$ cat config.mk
export PLATFORM = sky130hd
export DESIGN_NAME = hbridge_pwm_soft_start_ramp_core_flat
export DESIGN_NICKNAME = d
export VERILOG_FILES = /design/src/design/hpssr_pkg.sv /design/src/design/hpssr_intf.sv /design/src/design/hbridge_pwm_soft_start_ramp_core.sv /design/src/flat_wrapper.sv
export SDC_FILE = /design/constraint.sdc
export NUM_CORES = 1
export LEC_CHECK = 0
export ABC_AREA = 1
export BUFFER_PORTS_ARGS = -buffer_cell sky130_fd_sc_hd__clkbuf_2
export CORE_ASPECT_RATIO = 1.2
export CORE_UTILIZATION = 35
export DETAILED_ROUTE_END_ITERATION = 8
export HOLD_SLACK_MARGIN = 0.06
export PLACE_DENSITY = 0.63
export SETUP_SLACK_MARGIN = 0.02
export SLEW_MARGIN = 5
export SYNTH_ARGS = -nofsm -noshare
export SYNTH_HDL_FRONTEND = slang
export SYNTH_SLANG_ARGS = --single-unit
$ cat constraint.sdc
create_clock -name clock -period 23.2 [get_ports clock]
set_clock_uncertainty 0.05 [all_clocks]
set_input_delay 4.64 -clock clock [delete_from_list [all_inputs] [get_ports clock]]
set_output_delay 4.64 -clock clock [all_outputs]
set_load 0.1 [all_outputs]
$ cat src/design/hpssr_pkg.sv
// ----------------------------------------------------------------------------
// H-bridge soft-start ramp: shared package
// Widths, operation and direction codes, register indexes, ramp helper.
// ----------------------------------------------------------------------------
package hpssr_pkg;

   localparam int DUTY_W = 7;
   localparam int OP_W   = 2;
   localparam int DIR_W  = 2;
   localparam int IDX_W  = 3;
   localparam int WR_W   = 8;
   localparam int MS_W   = 2;

   localparam logic [DUTY_W-1:0] MID_DUTY     = 7'd50;
   localparam logic [DUTY_W-1:0] FULL_DUTY    = 7'd100;
   localparam logic [WR_W-1:0]   NONE_WRITTEN = 8'hFF;

   localparam logic [OP_W-1:0] OP_POST  = 2'd0;
   localparam logic [OP_W-1:0] OP_TICK  = 2'd1;
   localparam logic [OP_W-1:0] OP_ESTOP = 2'd2;

   localparam logic [DIR_W-1:0] DIR_STOP    = 2'd0;
   localparam logic [DIR_W-1:0] DIR_FWD     = 2'd1;
   localparam logic [DIR_W-1:0] DIR_REV     = 2'd2;
   localparam logic [DIR_W-1:0] DIR_REV_ALT = 2'd3;

   localparam logic [IDX_W-1:0] REG_DEFAULT_DUTY = 3'd0;
   localparam logic [IDX_W-1:0] REG_DUTY_MIN     = 3'd1;
   localparam logic [IDX_W-1:0] REG_DUTY_MAX     = 3'd2;
   localparam logic [IDX_W-1:0] REG_RUN_STEP     = 3'd3;
   localparam logic [IDX_W-1:0] REG_STOP_STEP    = 3'd4;

   localparam logic [MS_W-1:0] MS_STOPPED = 2'd0;
   localparam logic [MS_W-1:0] MS_RAMPING = 2'd1;
   localparam logic [MS_W-1:0] MS_RUNNING = 2'd2;

   typedef enum logic [2:0] {
      ST_STOPPED = 3'b001,
      ST_RAMPING = 3'b010,
      ST_RUNNING = 3'b100
   } ctrl_state_type;

   // move cur toward tgt by step, never overshooting
   function automatic logic [DUTY_W-1:0] step_toward(input logic [DUTY_W-1:0] cur,
                                                     input logic [DUTY_W-1:0] tgt,
                                                     input logic [DUTY_W-1:0] step);
      logic [DUTY_W:0] up_sum;
      logic [DUTY_W:0] lim;
      logic [DUTY_W-1:0] res;
      up_sum = {1'b0, cur} + {1'b0, step};
      lim    = {1'b0, tgt} + {1'b0, step};
      res    = cur;
      if (cur < tgt) begin
         res = (up_sum > {1'b0, tgt}) ? tgt : up_sum[DUTY_W-1:0];
      end else if (cur > tgt) begin
         res = ({1'b0, cur} > lim) ? (cur - step) : tgt;
      end
      return res;
   endfunction

endpackage

$ cat src/design/hpssr_intf.sv
// ----------------------------------------------------------------------------
// H-bridge soft-start ramp: channel interfaces
// Command, result and register-write channels with valid/ready.
// ----------------------------------------------------------------------------
interface hpssr_req_intf;
   logic                         valid;
   logic                         ready;
   logic [hpssr_pkg::OP_W-1:0]   operation;
   logic [hpssr_pkg::DIR_W-1:0]  direction;
   logic [hpssr_pkg::DUTY_W-1:0] cmd_duty;

   modport source (output valid, operation, direction, cmd_duty, input ready);
   modport sink   (input valid, operation, direction, cmd_duty, output ready);
endinterface

interface hpssr_rsp_intf;
   logic                         valid;
   logic                         ready;
   logic [hpssr_pkg::DUTY_W-1:0] u_duty;
   logic [hpssr_pkg::DUTY_W-1:0] v_duty;
   logic                         u_update;
   logic                         v_update;
   logic                         run_polarity;
   logic [hpssr_pkg::MS_W-1:0]   motor_state;
   logic [hpssr_pkg::DIR_W-1:0]  active_direction;

   modport source (output valid, u_duty, v_duty, u_update, v_update, run_polarity,
                   motor_state, active_direction, input ready);
   modport sink   (input valid, u_duty, v_duty, u_update, v_update, run_polarity,
                   motor_state, active_direction, output ready);
endinterface

interface hpssr_csr_intf;
   logic                         valid;
   logic                         ready;
   logic [hpssr_pkg::IDX_W-1:0]  index;
   logic [hpssr_pkg::DUTY_W-1:0] data;

   modport source (output valid, index, data, input ready);
   modport sink   (input valid, index, data, output ready);
endinterface

$ cat src/design/hbridge_pwm_soft_start_ramp_core.sv
// ----------------------------------------------------------------------------
// H-bridge PWM soft-start ramp core
// Posts commands, steps U/V duties toward targets on ticks, emergency stop.
// ----------------------------------------------------------------------------
// Takes one word per clock and returns one result word per input word in the
// cycle after acceptance. All the work is a single pass of compare/add logic
// from the state registers into the result register, so the sustained rate
// is one word per cycle; the input stalls only while the result register
// holds a word the consumer has not yet taken. Register writes are accepted
// every cycle outside reset and should only be issued while the core is idle.
module hbridge_pwm_soft_start_ramp_core (
   input  logic         clock,
   input  logic         reset,
   hpssr_req_intf.sink   req_ch,
   hpssr_rsp_intf.source rsp_ch,
   hpssr_csr_intf.sink   csr_ch
);
   import hpssr_pkg::*;

   // configuration
   logic [DUTY_W-1:0] default_duty_ff, duty_min_ff, duty_max_ff, run_step_ff, stop_step_ff;

   // control state
   logic [DIR_W-1:0]  pend_dir_ff, pend_dir_in;
   logic [DUTY_W-1:0] pend_duty_ff, pend_duty_in;
   ctrl_state_type    state_ff, state_in;
   logic [DIR_W-1:0]  run_dir_ff, run_dir_in;
   logic [DUTY_W-1:0] u_cur_ff, u_cur_in, v_cur_ff, v_cur_in;
   logic [WR_W-1:0]   u_wr_ff, u_wr_in, v_wr_ff, v_wr_in;

   // result register
   logic              rsp_valid_ff;
   logic [DUTY_W-1:0] rsp_u_duty_ff, rsp_v_duty_ff;
   logic              rsp_u_upd_ff, rsp_v_upd_ff, rsp_pol_ff;
   logic [MS_W-1:0]   rsp_ms_ff, ms_in;
   logic [DIR_W-1:0]  rsp_dir_ff;
   logic              u_upd_in, v_upd_in;

   logic              req_take, csr_take;

   // tick datapath
   logic [DUTY_W-1:0] eff_raw, eff_lo, eff_hi, eff;
   logic [DUTY_W-1:0] u_tgt, v_tgt, step_sel;
   logic [DUTY_W-1:0] u_base, v_base, u_step, v_step;
   logic [WR_W-1:0]   u_wr_base, v_wr_base;
   logic              from_stop;

   assign req_ch.ready = !reset && (!rsp_valid_ff || rsp_ch.ready);
   assign csr_ch.ready = !reset;
   assign req_take     = req_ch.valid && req_ch.ready;
   assign csr_take     = csr_ch.valid && csr_ch.ready;

   always_comb begin
      eff_raw = (pend_duty_ff == '0) ? default_duty_ff : pend_duty_ff;
      eff_lo  = (eff_raw < duty_min_ff) ? duty_min_ff : eff_raw;
      eff_hi  = (eff_lo > duty_max_ff) ? duty_max_ff : eff_lo;
      eff     = (eff_hi > FULL_DUTY) ? FULL_DUTY : eff_hi;

      case (pend_dir_ff)
         DIR_STOP: begin
            u_tgt = MID_DUTY;
            v_tgt = MID_DUTY;
         end
         DIR_FWD: begin
            v_tgt = eff;
            u_tgt = FULL_DUTY - eff;
         end
         default: begin
            u_tgt = eff;
            v_tgt = FULL_DUTY - eff;
         end
      endcase

      // leaving stopped restarts the ramp from 50/50 with nothing written
      from_stop = (state_ff == ST_STOPPED);
      u_base    = from_stop ? MID_DUTY : u_cur_ff;
      v_base    = from_stop ? MID_DUTY : v_cur_ff;
      u_wr_base = from_stop ? NONE_WRITTEN : u_wr_ff;
      v_wr_base = from_stop ? NONE_WRITTEN : v_wr_ff;
      step_sel  = (pend_dir_ff == DIR_STOP) ? stop_step_ff : run_step_ff;
      u_step    = step_toward(u_base, u_tgt, step_sel);
      v_step    = step_toward(v_base, v_tgt, step_sel);
   end

   always_comb begin
      pend_dir_in  = pend_dir_ff;
      pend_duty_in = pend_duty_ff;
      state_in     = state_ff;
      run_dir_in   = run_dir_ff;
      u_cur_in     = u_cur_ff;
      v_cur_in     = v_cur_ff;
      u_wr_in      = u_wr_ff;
      v_wr_in      = v_wr_ff;
      u_upd_in     = 1'b0;
      v_upd_in     = 1'b0;

      case (req_ch.operation)
         OP_POST: begin
            pend_dir_in  = (req_ch.direction == DIR_REV_ALT) ? DIR_REV : req_ch.direction;
            pend_duty_in = req_ch.cmd_duty;
         end
         OP_TICK: begin
            if (!(from_stop && pend_dir_ff == DIR_STOP)) begin
               u_cur_in = u_step;
               v_cur_in = v_step;
               u_upd_in = (u_wr_base != {1'b0, u_step});
               v_upd_in = (v_wr_base != {1'b0, v_step});
               u_wr_in  = {1'b0, u_step};
               v_wr_in  = {1'b0, v_step};
               if (pend_dir_ff != DIR_STOP) begin
                  run_dir_in = pend_dir_ff;
               end
               if (u_step == u_tgt && v_step == v_tgt) begin
                  state_in = (pend_dir_ff == DIR_STOP) ? ST_STOPPED : ST_RUNNING;
               end else begin
                  state_in = ST_RAMPING;
               end
            end
         end
         OP_ESTOP: begin
            pend_dir_in  = DIR_STOP;
            pend_duty_in = '0;
            u_cur_in     = MID_DUTY;
            v_cur_in     = MID_DUTY;
            u_wr_in      = {1'b0, MID_DUTY};
            v_wr_in      = {1'b0, MID_DUTY};
            state_in     = ST_STOPPED;
            u_upd_in     = 1'b1;
            v_upd_in     = 1'b1;
         end
         default: ;
      endcase

      case (state_in)
         ST_STOPPED: ms_in = MS_STOPPED;
         ST_RAMPING: ms_in = MS_RAMPING;
         ST_RUNNING: ms_in = MS_RUNNING;
         default:    ms_in = MS_STOPPED;
      endcase
   end

   always_ff @(posedge clock) begin
      if (reset) begin
         default_duty_ff <= 7'd80;
         duty_min_ff     <= 7'd10;
         duty_max_ff     <= 7'd90;
         run_step_ff     <= 7'd2;
         stop_step_ff    <= 7'd5;
      end else if (csr_take) begin
         case (csr_ch.index)
            REG_DEFAULT_DUTY: default_duty_ff <= csr_ch.data;
            REG_DUTY_MIN:     duty_min_ff     <= csr_ch.data;
            REG_DUTY_MAX:     duty_max_ff     <= csr_ch.data;
            REG_RUN_STEP:     run_step_ff     <= csr_ch.data;
            REG_STOP_STEP:    stop_step_ff    <= csr_ch.data;
            default: ;
         endcase
      end
   end

   always_ff @(posedge clock) begin
      if (reset) begin
         pend_dir_ff  <= DIR_STOP;
         pend_duty_ff <= '0;
         state_ff     <= ST_STOPPED;
         run_dir_ff   <= DIR_STOP;
         u_cur_ff     <= MID_DUTY;
         v_cur_ff     <= MID_DUTY;
         u_wr_ff      <= NONE_WRITTEN;
         v_wr_ff      <= NONE_WRITTEN;
      end else if (req_take) begin
         pend_dir_ff  <= pend_dir_in;
         pend_duty_ff <= pend_duty_in;
         state_ff     <= state_in;
         run_dir_ff   <= run_dir_in;
         u_cur_ff     <= u_cur_in;
         v_cur_ff     <= v_cur_in;
         u_wr_ff      <= u_wr_in;
         v_wr_ff      <= v_wr_in;
      end
   end

   always_ff @(posedge clock) begin
      if (reset) begin
         rsp_valid_ff <= 1'b0;
      end else if (req_take) begin
         rsp_valid_ff <= 1'b1;
      end else if (rsp_ch.ready) begin
         rsp_valid_ff <= 1'b0;
      end
   end

   always_ff @(posedge clock) begin
      if (req_take) begin
         rsp_u_duty_ff <= u_cur_in;
         rsp_v_duty_ff <= v_cur_in;
         rsp_u_upd_ff  <= u_upd_in;
         rsp_v_upd_ff  <= v_upd_in;
         rsp_pol_ff    <= (state_in != ST_STOPPED);
         rsp_ms_ff     <= ms_in;
         rsp_dir_ff    <= run_dir_in;
      end
   end

   assign rsp_ch.valid            = rsp_valid_ff;
   assign rsp_ch.u_duty           = rsp_u_duty_ff;
   assign rsp_ch.v_duty           = rsp_v_duty_ff;
   assign rsp_ch.u_update         = rsp_u_upd_ff;
   assign rsp_ch.v_update         = rsp_v_upd_ff;
   assign rsp_ch.run_polarity     = rsp_pol_ff;
   assign rsp_ch.motor_state      = rsp_ms_ff;
   assign rsp_ch.active_direction = rsp_dir_ff;

endmodule

$ cat src/flat_wrapper.sv
// flat-port wrapper written by rule: the top's interface ports become plain ports
module hbridge_pwm_soft_start_ramp_core_flat import hpssr_pkg::*;
  (clock, reset, req_ch_valid, req_ch_operation, req_ch_direction, req_ch_cmd_duty, req_ch_ready, rsp_ch_valid, rsp_ch_u_duty, rsp_ch_v_duty, rsp_ch_u_update, rsp_ch_v_update, rsp_ch_run_polarity, rsp_ch_motor_state, rsp_ch_active_direction, rsp_ch_ready, csr_ch_valid, csr_ch_index, csr_ch_data, csr_ch_ready);
  hpssr_req_intf req_ch_i ();
  hpssr_rsp_intf rsp_ch_i ();
  hpssr_csr_intf csr_ch_i ();
  input  logic clock;
  input  logic reset;
  input wire logic [$bits(req_ch_i.valid)-1:0] req_ch_valid;
  input wire logic [$bits(req_ch_i.operation)-1:0] req_ch_operation;
  input wire logic [$bits(req_ch_i.direction)-1:0] req_ch_direction;
  input wire logic [$bits(req_ch_i.cmd_duty)-1:0] req_ch_cmd_duty;
  output wire logic [$bits(req_ch_i.ready)-1:0] req_ch_ready;
  output wire logic [$bits(rsp_ch_i.valid)-1:0] rsp_ch_valid;
  output wire logic [$bits(rsp_ch_i.u_duty)-1:0] rsp_ch_u_duty;
  output wire logic [$bits(rsp_ch_i.v_duty)-1:0] rsp_ch_v_duty;
  output wire logic [$bits(rsp_ch_i.u_update)-1:0] rsp_ch_u_update;
  output wire logic [$bits(rsp_ch_i.v_update)-1:0] rsp_ch_v_update;
  output wire logic [$bits(rsp_ch_i.run_polarity)-1:0] rsp_ch_run_polarity;
  output wire logic [$bits(rsp_ch_i.motor_state)-1:0] rsp_ch_motor_state;
  output wire logic [$bits(rsp_ch_i.active_direction)-1:0] rsp_ch_active_direction;
  input wire logic [$bits(rsp_ch_i.ready)-1:0] rsp_ch_ready;
  input wire logic [$bits(csr_ch_i.valid)-1:0] csr_ch_valid;
  input wire logic [$bits(csr_ch_i.index)-1:0] csr_ch_index;
  input wire logic [$bits(csr_ch_i.data)-1:0] csr_ch_data;
  output wire logic [$bits(csr_ch_i.ready)-1:0] csr_ch_ready;
  assign req_ch_i.valid = req_ch_valid;
  assign req_ch_i.operation = req_ch_operation;
  assign req_ch_i.direction = req_ch_direction;
  assign req_ch_i.cmd_duty = req_ch_cmd_duty;
  assign req_ch_ready = req_ch_i.ready;
  assign rsp_ch_valid = rsp_ch_i.valid;
  assign rsp_ch_u_duty = rsp_ch_i.u_duty;
  assign rsp_ch_v_duty = rsp_ch_i.v_duty;
  assign rsp_ch_u_update = rsp_ch_i.u_update;
  assign rsp_ch_v_update = rsp_ch_i.v_update;
  assign rsp_ch_run_polarity = rsp_ch_i.run_polarity;
  assign rsp_ch_motor_state = rsp_ch_i.motor_state;
  assign rsp_ch_active_direction = rsp_ch_i.active_direction;
  assign rsp_ch_i.ready = rsp_ch_ready;
  assign csr_ch_i.valid = csr_ch_valid;
  assign csr_ch_i.index = csr_ch_index;
  assign csr_ch_i.data = csr_ch_data;
  assign csr_ch_ready = csr_ch_i.ready;
  hbridge_pwm_soft_start_ramp_core u_core (.clock(clock), .reset(reset), .req_ch(req_ch_i), .rsp_ch(rsp_ch_i), .csr_ch(csr_ch_i));
endmodule
=== Word-level counts from Yosys, hierarchy flattened ===
Index checks and enable logic that the tools add are counted.
Widths: inputs -> output; s select.

* Muxes and demuxes: 44
* Equality and inequality tests: 17
* Reductions and logical operators: 23
* $add $sub $neg: 7
* Order comparisons: 11

{| class="wikitable"
|+ Operator list
! operator !! number
|-
| $mux 7 || 17
|-
| $pmux 7 s2 || 5
|-
| $add 7x7->8 || 4
|-
| $mux 8 || 4
|-
| $pmux 8 s2 || 2
|-
| $gt 7x7->1 || 3
|-
| $lt 7x7->1 || 3
|-
| $gt 7x8->1 || 2
|-
| $gt 8x7->1 || 2
|-
| $ne 8x7->1 || 2
|-
| $eq 7x7->1 || 2
|-
| $sub 7x7->7 || 2
|-
| $reduce_and 2->1 || 6
|-
| $eq 3x2->1 const B || 3
|-
| $mux 3 || 3
|-
| $mux 2 || 4
|-
| $pmux 2 s2 || 2
|-
| $reduce_bool 2->1 || 4
|-
| $gt 7x7->1 const B || 1
|-
| $logic_not 7->1 || 1
|-
| $sub 7x7->7 const A || 1
|-
| $eq 3x1->1 const B || 2
|-
| $eq 3x3->1 const B || 2
|-
| $pmux 3 s2 || 1
|-
| 12 further kinds || 24
|}

* Word-level logic and storage cells: 123
* Input bits: 26
* Flip-flop bits (word level): 101
* Output and inout bits: 24

=== Depth between registers and ports, before layout ===
* Depth after elaboration: 22
* Mapped depth: 68

=== Worst setup path after synthesis ===
OpenSTA, ideal clock, no wires.

* Path kind: input-to-output
* Start: input rsp_ch_ready
* End: output req_ch_ready
* Setup slack: 12.350 ns
* Stages: 2
* Arrival: 6.160 ns
* Path buffers: 0
* Cell sequence: inv_1 a21oi_1

* Cells in the longest elaborated chain, start to end: 2

{| class="wikitable"
|+ RTL lines
! item !! line !! text
|-
| start: declaration || flat_wrapper.sv:22 || <nowiki>input wire logic [$bits(rsp_ch_i.ready)-1:0] rsp_ch_ready;</nowiki>
|-
| $logic_or 1x1->1 || hbridge_pwm_soft_start_ramp_core.sv:48 || <nowiki>assign req_ch.ready = !reset && (!rsp_valid_ff || rsp_ch.ready);</nowiki>
|-
| $logic_and 1x1->1 || hbridge_pwm_soft_start_ramp_core.sv:48 ||
|-
| end: declaration || flat_wrapper.sv:13 || <nowiki>output wire logic [$bits(req_ch_i.ready)-1:0] req_ch_ready;</nowiki>
|}

No other way between the ends.

=== Worst setup path after layout ===
* Start: input reset
* End: output req_ch_ready

* Cells in the longest elaborated chain, start to end: 2

{| class="wikitable"
|+ RTL lines
! item !! line !! text
|-
| start: declaration || flat_wrapper.sv:8 || <nowiki>input logic reset;</nowiki>
|-
| $logic_not 1->1 || hbridge_pwm_soft_start_ramp_core.sv:48 ||
|-
| $logic_and 1x1->1 || hbridge_pwm_soft_start_ramp_core.sv:48 ||
|}

No other way between the ends.

==> metrics.txt <==
# TYPE chip_impl_metric gauge
chip_impl_info{name="worst-setup-path-type",value="input pin to output pin"} 1
chip_impl_metric{name="post-layout-total-power",unit="W"} 0.000859
chip_impl_info{name="cp_cell_sequence",value="clkbuf_2 > a21oi_1 > clkbuf_2"} 1
chip_impl_metric{name="area.growth.synth_to_final",unit="%"} 10.6
chip_impl_metric{name="setup_viol",unit=""} 0
chip_impl_info{name="ys_top_cells_by_area",value="dfxtp_1 (18%), ha_1 (14%), nand2_1 (12%)"} 1
chip_impl_metric{name="critPathRequiredTime",unit="ns"} 18.51
chip_impl_metric{name="cts_inserted_buffers",unit=""} 9
chip_impl_metric{name="dr.first_iter.drc_count",unit=""} 577
chip_impl_metric{name="worst_skew_pair.late_latency",unit="ns"} 0.36
chip_impl_metric{name="setup-tns-final",unit="ns"} 0
chip_impl_metric{name="drive_above_1_share",unit=""} 0.108
chip_impl_metric{name="die_area",unit="um2"} 25200
chip_impl_metric{name="synth_seq_area_share",unit=""} 0.257
chip_impl_info{name="worst_setup_path_start_kind",value="input pin"} 1
chip_impl_metric{name="synth.yosys.warnings",unit=""} 0
chip_impl_metric{name="ys_ff_latch",unit=""} 100
chip_impl_info{name="clock_tree_from_tritoncts",value="done"} 1
chip_impl_metric{name="placement.cell_area",unit="um2"} 9220
chip_impl_info{name="synth_top_area_cell",value="dfxtp_1"} 1
chip_impl_metric{name="track_usage",unit=""} 0.195
chip_impl_metric{name="finalMaxSlewViolations",unit=""} 0
chip_impl_metric{name="max_cap_viol_count",unit=""} 0
chip_impl_metric{name="actual_transition_at_the_worst_max_transition_pin",unit="ns"} 1.06
chip_impl_metric{name="vias",unit=""} 8172
chip_impl_info{name="cp_top_family",value="buffers and inverters"} 1
chip_impl_metric{name="grt_pass1_wl",unit="um"} 39100
chip_impl_metric{name="placeableCoreArea",unit="um2"} 24000
chip_impl_metric{name="ant_nets",unit=""} 0
chip_impl_info{name="rsz0062_at_grt",value="false"} 1
chip_impl_metric{name="p_leak",unit="nW"} 4.85
chip_impl_info{name="cts_root_buffer",value="clkbuf_16"} 1
chip_impl_metric{name="design_area",unit="um2"} 9510
chip_impl_metric{name="port-buffer-count",unit=""} 49
chip_impl_metric{name="hold-worst-slack",unit="ns"} 0.402
chip_impl_info{name="run_status",value="complete, no violations"} 1
chip_impl_metric{name="cp_max_fo",unit=""} 22
chip_impl_metric{name="die_x",unit="um"} 145
chip_impl_metric{name="vias_in_the_first_global_route",unit=""} 7791
chip_impl_metric{name="cts.path.max_buffers",unit=""} 2
chip_impl_metric{name="period_minus_slack",unit="ns"} 10.42
chip_impl_info{name="crit_top_cell",value="clkbuf_2"} 1
chip_impl_metric{name="drt_pass1_iterations",unit=""} 5
chip_impl_metric{name="synth_edf_count",unit=""} 21
chip_impl_info{name="synth_top_flop_cell",value="dfxtp_1"} 1
chip_impl_metric{name="postCtsSetupRepairBufs",unit=""} 0
chip_impl_metric{name="die_y",unit="um"} 174
chip_impl_metric{name="nNetsFinal",unit=""} 1429
chip_impl_metric{name="h_tree_levels",unit=""} 3
chip_impl_metric{name="final_util",unit=""} 0.396
chip_impl_metric{name="synthDominantCellAreaShare",unit=""} 0.184
chip_impl_metric{name="antenna_found_initial",unit=""} 0
chip_impl_metric{name="cts.sinks",unit=""} 100
chip_impl_metric{name="fmaxAchievable",unit="MHz"} 96.0
chip_impl_metric{name="total_count_of_hold_check_failures_in_the_final_report",unit=""} 0
chip_impl_metric{name="core.rowCount",unit=""} 62
chip_impl_metric{name="cellPowerDensity",unit="nW/um2"} 90.3
chip_impl_metric{name="via_to_cell_ratio",unit=""} 5.03
chip_impl_metric{name="critPathBufInv",unit=""} 2
chip_impl_metric{name="worstPathArrival",unit="ns"} 5.73
chip_impl_metric{name="post_synthesis_average_cell_area",unit="um2"} 6.86
chip_impl_metric{name="wl_per_cell",unit="um"} 15.0
chip_impl_metric{name="largest_reg_flops",unit=""} 8
chip_impl_metric{name="gp_routability_congestion",unit=""} 0.902
chip_impl_metric{name="max_slew_margin",unit=""} 0.287
chip_impl_metric{name="clk_transition_reported_paths",unit="ns"} 0.07
chip_impl_metric{name="drc_violations_left",unit=""} 0
chip_impl_metric{name="grt_max_degree",unit=""} 46
chip_impl_metric{name="num-fill-cells",unit=""} 2559
chip_impl_info{name="timing.hold.worst.class",value="register to register"} 1
chip_impl_metric{name="detailedPlacementHpwl",unit="um"} 19300
chip_impl_metric{name="critical-path-max-stage-delay",unit="ns"} 0.49
chip_impl_info{name="timing.critical_path.to_type",value="output pin"} 1
chip_impl_metric{name="ctsResizeCount",unit=""} 0
chip_impl_metric{name="multi_input_comb_area",unit="um2"} 5540
chip_impl_metric{name="overflow",unit=""} 0
chip_impl_metric{name="layout.area.seq",unit="um2"} 2210
chip_impl_info{name="largest-register",value="u_core.v_wr_ff"} 1
chip_impl_info{name="mostFrequentLayoutCells",value="nand2_1 (284), inv_1 (190), o21ai_0 (112)"} 1
chip_impl_info{name="worst_path_max_delay_cell",value="clkbuf_2"} 1
chip_impl_metric{name="yosysUniqueCellTypes",unit=""} 50
chip_impl_metric{name="worst_ir_drop_vdd",unit="mV"} 0.0413
chip_impl_metric{name="insertedDiodeCount",unit=""} 0
chip_impl_metric{name="io_pins",unit=""} 50
chip_impl_metric{name="totalWireLength",unit="um"} 24400
chip_impl_info{name="layout_commonest_cell",value="nand2_1"} 1
chip_impl_metric{name="synthArstFlopShare",unit=""} 0
chip_impl_metric{name="netlist_area_pre_place",unit="um2"} 8600
chip_impl_metric{name="synth_cells",unit=""} 1254
chip_impl_metric{name="initial_utilization",unit=""} 0.358
chip_impl_metric{name="final.period_utilization",unit=""} 0.449
chip_impl_metric{name="mappedNetlistNets",unit=""} 1384
chip_impl_metric{name="number_of_hold_repair_buffers_added_at_the_cts_stage",unit=""} 0
-- through the flow --
stage	setup WS, ns	cells
final	12.78	1624
after global routing	12.63	1624
after CTS	12.78	1624
after detailed placement	12.79	1608
after global placement	12.80	1608
after floorplan	12.35	1254
-- worst register-to-register path: cells and delay by family (launching register included) --
family | cells | cell delay, ns
AOI/OAI and AO/OA | 15 | 2.97
buffers and inverters | 7 | 0.76
xor gates and xnor gates | 1 | 0.16
DFF | 1 | 0.33
adders and majority gates | 5 | 1.47
and+or+nand+nor | 32 | 3.50
-- metal layers --
metal / track usage / up-vias / part of all wire
li1: - / 4220 / -
met5: 0 / - / 0
met3: 0.0263 / 54 / 0.040
met2: 0.344 / 186 / 0.49
met1: 0.231 / 3712 / 0.43
met4: 0.0925 / 0 / 0.040
-- Yosys cell counts, types with 11 or more instances --
cell type    n
dfxtp_1     79
nand2_1    284
ha_1        98
inv_1      190
o21ai_0    112
inv_2       13
xor2_1      28
edfxtp_1    21
o211ai_1    11
nand3_1     75
nand2_2     23
a21oi_1     88
nor2_1      76
clkbuf_1    20
-- power by group --
group / internal, W / switching [W]
Sequential: 0.000186 / 0.00000417
Clock: 0.0000850 / 0.0000712
Combinational: 0.000160 / 0.000353
-- layout make-up --
class | count | area share
multi-input combinational | 926 | 0.582
sequential | 100 | 0.233
inverter | 207 | 0.0817
tap | 320 | 0.0421
timing repair buffer | 55 | 0.0305
clock buffer | 10 | 0.0241
clock inverter | 6 | 0.00736
-- cell families (layout without fill, tap and decap cells) --
| group | Yosys count | in the layout | synth area share |
|---|---|---|---|
| AOI/OAI and AO/OA | 280 | 280 | 0.190 |
| xor gates and xnor gates | 38 | 38 | 0.0387 |
| adders and majority gates | 104 | 104 | 0.156 |
| buffers and inverters | 228 | 278 | 0.0996 |
| DFF | 100 | 100 | 0.257 |
| and+or+nand+nor | 504 | 504 | 0.258 |
-- path summary, 6_finish.rpt --
kind / startpoint / endpoint / slack [ns] / cells after the start
worst max register to register: u_core.pend_duty_ff[0]$_SDFFE_PP0P_ / u_core.rsp_ch.motor_state[0]$_DFFE_PP_ / 13.73 / 60
worst min register to register: u_core.stop_step_ff[6]$_SDFFE_PP0P_ / u_core.stop_step_ff[6]$_SDFFE_PP0P_ / 0.40 / 2
worst max-delay path: reset / req_ch_ready / 12.78 / 3
worst min-delay path: u_core.stop_step_ff[6]$_SDFFE_PP0P_ / u_core.stop_step_ff[6]$_SDFFE_PP0P_ / 0.40 / 2
Power figures use the tool's default switching activity.
